<file path="src/sv/psu_pkg.sv">
`timescale 1ns / 1ps

package psu_pkg;

    // Default sizes
    localparam int MAX_LINE_BYTES_DEF = 16384;
    localparam int MAX_BPP_DEF        = 4;

    // Register port
    localparam int CFG_IDX_W  = 1;
    localparam int CFG_DATA_W = 15;
    localparam int LINE_W     = 15;
    localparam int BPP_W      = 3;

    localparam logic [CFG_IDX_W-1:0] REG_LINE_BYTES = 1'd0;
    localparam logic [CFG_IDX_W-1:0] REG_BPP        = 1'd1;

    // Filter type codes
    localparam logic [7:0] FILT_NONE  = 8'd0;
    localparam logic [7:0] FILT_SUB   = 8'd1;
    localparam logic [7:0] FILT_UP    = 8'd2;
    localparam logic [7:0] FILT_AVG   = 8'd3;
    localparam logic [7:0] FILT_PAETH = 8'd4;

endpackage

</file>
<file path="src/sv/psu_recon.sv">
`timescale 1ns / 1ps

module psu_recon (
    input  logic [7:0] i_kind,
    input  logic [7:0] i_raw,
    input  logic [7:0] i_left,
    input  logic [7:0] i_above,
    input  logic [7:0] i_upleft,
    output logic [7:0] o_result,
    output logic       o_bad
);
    import psu_pkg::*;

    logic signed [9:0] w_d_bc;
    logic signed [9:0] w_d_ac;
    logic signed [9:0] w_d_abc;
    logic        [9:0] w_pa;
    logic        [9:0] w_pb;
    logic        [9:0] w_pc;
    logic        [7:0] w_paeth;
    logic        [8:0] w_avg_sum;

    // Paeth distances: pa = |b-c|, pb = |a-c|, pc = |a+b-2c|
    assign w_d_bc  = $signed({2'b00, i_above}) - $signed({2'b00, i_upleft});
    assign w_d_ac  = $signed({2'b00, i_left}) - $signed({2'b00, i_upleft});
    assign w_d_abc = w_d_bc + w_d_ac;
    assign w_pa    = w_d_bc[9]  ? 10'(-w_d_bc)  : 10'(w_d_bc);
    assign w_pb    = w_d_ac[9]  ? 10'(-w_d_ac)  : 10'(w_d_ac);
    assign w_pc    = w_d_abc[9] ? 10'(-w_d_abc) : 10'(w_d_abc);

    // Pick the nearest predictor, ties to left then above
    always_comb begin
        if (w_pa <= w_pb && w_pa <= w_pc) begin
            w_paeth = i_left;
        end else if (w_pb <= w_pc) begin
            w_paeth = i_above;
        end else begin
            w_paeth = i_upleft;
        end
    end

    assign w_avg_sum = {1'b0, i_left} + {1'b0, i_above};

    // Apply the filter, mod 256; an unknown type gives zero and flags bad
    always_comb begin
        o_bad = 1'b0;
        unique case (i_kind)
            FILT_NONE:  o_result = i_raw;
            FILT_SUB:   o_result = i_raw + i_left;
            FILT_UP:    o_result = i_raw + i_above;
            FILT_AVG:   o_result = i_raw + w_avg_sum[8:1];
            FILT_PAETH: o_result = i_raw + w_paeth;
            default: begin
                o_result = 8'd0;
                o_bad    = 1'b1;
            end
        endcase
    end

endmodule

</file>
<file path="config.mk">
export PLATFORM = sky130hd
export DESIGN_NAME = psu_recon
export DESIGN_NICKNAME = d
export VERILOG_FILES = /design/src/sv/psu_pkg.sv /design/src/sv/psu_recon.sv
export SDC_FILE = /design/constraint.sdc
export NUM_CORES = 1
export LEC_CHECK = 0
export ABC_AREA = 1
export ABC_CLOCK_PERIOD_IN_PS = 7520
export BUFFER_PORTS_ARGS = -buffer_cell sky130_fd_sc_hd__buf_2
export CORE_ASPECT_RATIO = 2
export CORE_MARGIN = 1.5
export CORE_UTILIZATION = 62
export DETAILED_ROUTE_END_ITERATION = 6
export PLACE_DENSITY_LB_ADDON = 0.15
export REMOVE_ABC_BUFFERS = 1
export SYNTH_ARGS = -nofsm -noshare
export SYNTH_HDL_FRONTEND = slang
export SYNTH_SLANG_ARGS = --single-unit
export TNS_END_PERCENT = 10
</file>
<file path="constraint.sdc">
create_clock -name vclk -period 7.52
set_input_delay 1.128 -clock vclk [all_inputs]
set_output_delay 1.128 -clock vclk [all_outputs]
set_load 0.1 [all_outputs]
</file>
==> results.txt, run 1 <==
The run stopped with a tool error. The flow stopped in 4_1_cts. The first error in the log reads "[ERROR DPL-0033] detailed placement checks failed during check placement". The number of gates resized after CTS is 109, and the total of buffers placed on input and output ports is 49. After legalization and detailed placement, the total HPWL measured 10,880 µm. The synthesis warning total came out at 0. The horizontal die dimension is 56.57 µm. The logs give 22 for the number of buffers inserted to repair setup after CTS and 45 for the count of distinct cell types in the synthesized netlist.

After technology mapping, the gate count stands at 616. The logs give 0 for the count of hold buffers inserted by post-cts repair and 49 for the I/O pin count. Post-synth design cell area: 3558 µm². The initialized floorplan defines 38 standard-cell rows. The starting density of the core came out at 0.6508. Chip height: 110.1 µm. The average instance in the mapped netlist occupies 5.777 µm². Routability-driven placement finished with a final weighted congestion of 1.002. The sequential area share after synthesis was 0.
[Yosys cell counts, types with 2 or more instances]
cell type	instances	area (µm²)
o21ai_0	15	75.07
nand2_2	11	68.82
inv_2	3	11.26
conb_1	2	7.510
nor2_2	2	12.51
xnor2_1	8	70.07
a21o_1	5	37.54
o211ai_1	2	15.01
a211oi_1	2	15.01
a21oi_2	3	26.28
o21bai_1	2	15.01
o21a_1	2	15.01
nand2_1	182	683.2
nand3_1	39	195.2
ha_1	69	863.3
a21oi_1	32	160.2
nand2_4	4	45.04
nand3_2	5	50.05
nand4_1	18	112.6
fa_1	5	100.1
nor3_1	4	20.02
a31oi_1	2	12.51
nand3b_1	3	22.52
or2_2	2	12.51
xor2_1	18	157.7
nor2_1	49	183.9
inv_1	109	409.1
[per-stage QoR]
| stage | hold WS [ns] | setup WS, ns | TNS (ns) | std cells | area, µm² |
|---|---|---|---|---|---|
| detailed placement | 2.693 | -0.7480 | -3.247 | 823 | 4702 |
| global placement | 2.674 | -0.4226 | -1.475 | 823 | 4702 |
| floorplan | 2.782 | -1.612 | -6.035 | 617 | 3551 |
[cells by family after synthesis]
logic type,share of synthesized area
other,0.002110
adders and majority gates,0.2707
xor gates and xnor gates,0.06399
buffers and inverters,0.1234
AOI/OAI and AO/OA,0.1227
and+or+nand+nor,0.4170
==> inputs of run 2 (changes only) <==
Settings changed: CORE_ASPECT_RATIO 2 to unset, CORE_UTILIZATION 62 to 40.
==> results.txt, run 2 <==
STA puts the critical path data required time at 6.39 ns. The slew of the pin with the lowest slew margin is 0.7752 ns. The final reports fail on negative setup slack. The mean cell area of the mapped netlist was 5.777 µm² (unchanged). Among all stages on the critical path, the largest delay is contributed by ha_1. The net count of the finished layout is 883. The count of hold buffers inserted by post-cts repair was 0 (unchanged); the number of rows in the core area was 34 (was 38). The number of routed nets with antenna violations is 0. The leading cell type by number of instances after synthesis is nand2_1 (unchanged). The first TritonRoute pass finished after 4 iterations. The logs give 0.4357 for the met2 capacity usage during global routing and 9471 µm² for the die area. The analysis attributes to cell leakage a power of 2.882 nW.

The final route contains 4,405 vias. The initial antenna violation count was 0; the total inserted antenna cells was 0. Max-cap violations in this run came to 0. The endpoint type of the worst setup path was an output port. For the post-layout worst setup margin, the log shows -0.2440 ns. The filler cells instantiated in the layout total 841. For this run, the top clock speed supported by timing is 128.8 MHz. In this run, the number of DRC markers left after iteration 0 of detailed routing was 138. After detailed routing, the average wire length per cell comes to 13.25 µm. Remaining routing DRC violations: 0. The cell count after synthesis is 616 (unchanged). The weighted congestion reported at the end of routability-driven placement is 0.8824 (was 1.002), and the final hold slack is 2.655 ns. Portion of the clock cycle consumed by the worst path in the final layout: 1.032. The share of the synthesized area in the top cell type works out to 0.2426 (unchanged). The top cell types in the final layout, fill and taps aside, are nand2_1 (156), buf_4 (101), inv_1 (95). The run gives 4,386 as the number of global-route vias before repair.

The run gives 49 (unchanged) as the I/O pin count. The cell area after placement came out at 4705 µm² (was 4702 µm²). Setup repair after global routing could not meet its margin everywhere. Power per cell area: 191.7 nW/µm².

The delay contributed by the slowest stage of the critical path is 0.35 ns, and the proportion of layout cells with a drive suffix above 1 is 0.3638. The cell accounting for the most synthesized area is ha_1 (unchanged). The count of distinct cell types in the synthesized netlist was 45 (unchanged); the number of vias per cell was 5.034. The run gives 9751 µm (was 10,880 µm) as the post-DP HPWL.

Most numerous cell types in the synthesized netlist: nand2_1 (182), inv_1 (109), ha_1 (69) (unchanged). The critical path data arrival time was 6.64 ns. Cell types with the largest area share after synthesis: ha_1 (24%), nand2_1 (19%), inv_1 (11%), nand3_1 (5.5%), nor2_1 (5.2%) (unchanged). The multi-input combinational cells in the finished layout cover a total of 3611 µm². Sequential standard cell area: 0 µm².

The largest vdd supply drop came out at 0.07439 mV. The busiest metal layer after global routing was met2. The global-route met1 utilization was 0.3228. The run finished, with violations left. The sequential area share after synthesis is 0 (unchanged), and the cell count after placement is 865 (was 823). Path type of the worst min-delay path: input port to output port.

The post-synth design cell area is 3558 µm² (unchanged), and the flip-flop and latch count is 0. Wires add up to 11,600 µm. Total of buffers placed on input and output ports: 49 (unchanged).

For the total routing resource utilization after global routing, the log shows 0.2380. The number of standard cells in the layout, taps in and fillers out is 875. The wire length of the first global-routing pass was 19,120 µm; the clock buffer count in the final layout was 0. Summed over all layers, the global routing overflow is 0. The pin count of the biggest net entering global routing was 15.

The logs give 0.4784 for the headroom to the max-slew limit and 0 for the number of pins exceeding their max-slew limit in the final report. The number of hold violations in the final report is 0. Along the worst path, the maximum fanout reaches 4. Summing internal, switching and leakage power gives 1.014 mW. The tools report the synthesis warning total as 0 (unchanged). The kind of critical path was input port to output port. Critical path startpoint category: an input port. Counting stages on the worst path, the most repeated cell is nand2_2.

The area growth from synthesis to layout is 48.66%. The global routing usage on met3 is 0.005036, and the minimum clock period after layout is 7.764 ns. Most common cell after layout, fill and taps aside: nand2_1. Horizontal die dimension: 97.32 µm (was 56.57 µm). The chip height is 97.32 µm (was 110.1 µm). The tools report the post-place setup slack as -0.6474 ns (was -0.7480 ns).

Once layout is done, the placed cells without fillers occupy 5290 µm². Setup violations remaining at the end of the flow were counted as 3. The region available for standard cell placement spans 8678 µm². Starting density of the core: 0.4100 (was 0.6508).
## run 2: cells by family after synthesis
family / synth area share
AO/OA/AOI/OAI: 0.1227
XOR/XNOR: 0.06399
adder cells (fa/ha/maj): 0.2707
buffers and inverters: 0.1234
other: 0.002110
AND/OR/NAND/NOR: 0.4170
## run 2: worst paths after layout
path,to,slack [ns],cells past startpoint,from
max,o_result[6],-0.24,41,i_upleft[2]
min,o_result[7],2.66,4,i_raw[7]
## run 2: what timing repair did
action,4_1_cts,5_1_grt
pin swaps,23,48
buffers inserted,3,8
setup endpoints to repair,7,7
resized for setup,42,80
## run 2: critical path: cells and delay by family
| kind | cells | cell delay, ns |
|---|---|---|
| simple gates | 19 | 1.67 |
| fa+ha+maj | 5 | 1.51 |
| compound gates | 6 | 1.07 |
| buf+inv | 8 | 0.76 |
| xor+xnor | 3 | 0.49 |
## run 2: final cells by class
class / instances / share of cell area
inverter: 113 / 0.08160
timing repair buffer: 150 / 0.2103
multi-input combinational: 504 / 0.6826
tap: 108 / 0.02554
## run 2: power breakdown
part           total (mW)  internal, mW  switching, mW
logic                1.01         0.441          0.573
clock network           0             0              0
registers               0             0              0
total                1.01         0.441          0.573
## run 2: routing by layer
metal | up-vias | routed length (µm)
li1 | 2292 | -
met5 | - | 0
met3 | 7 | 156
met4 | 0 | 67
met1 | 2061 | 5658
met2 | 45 | 5712
## run 2: per-stage QoR
step | utilization | setup TNS, ns
floorplan | - | -6.035
finish | 0.6096 | -0.4293
global placement | 0.5421 | -1.505
detailed placement | 0.5421 | -2.314
CTS | 0.5627 | -0.4358
global route | 0.6096 | -2.214
No activity file was read; power rests on OpenSTA's default activity.
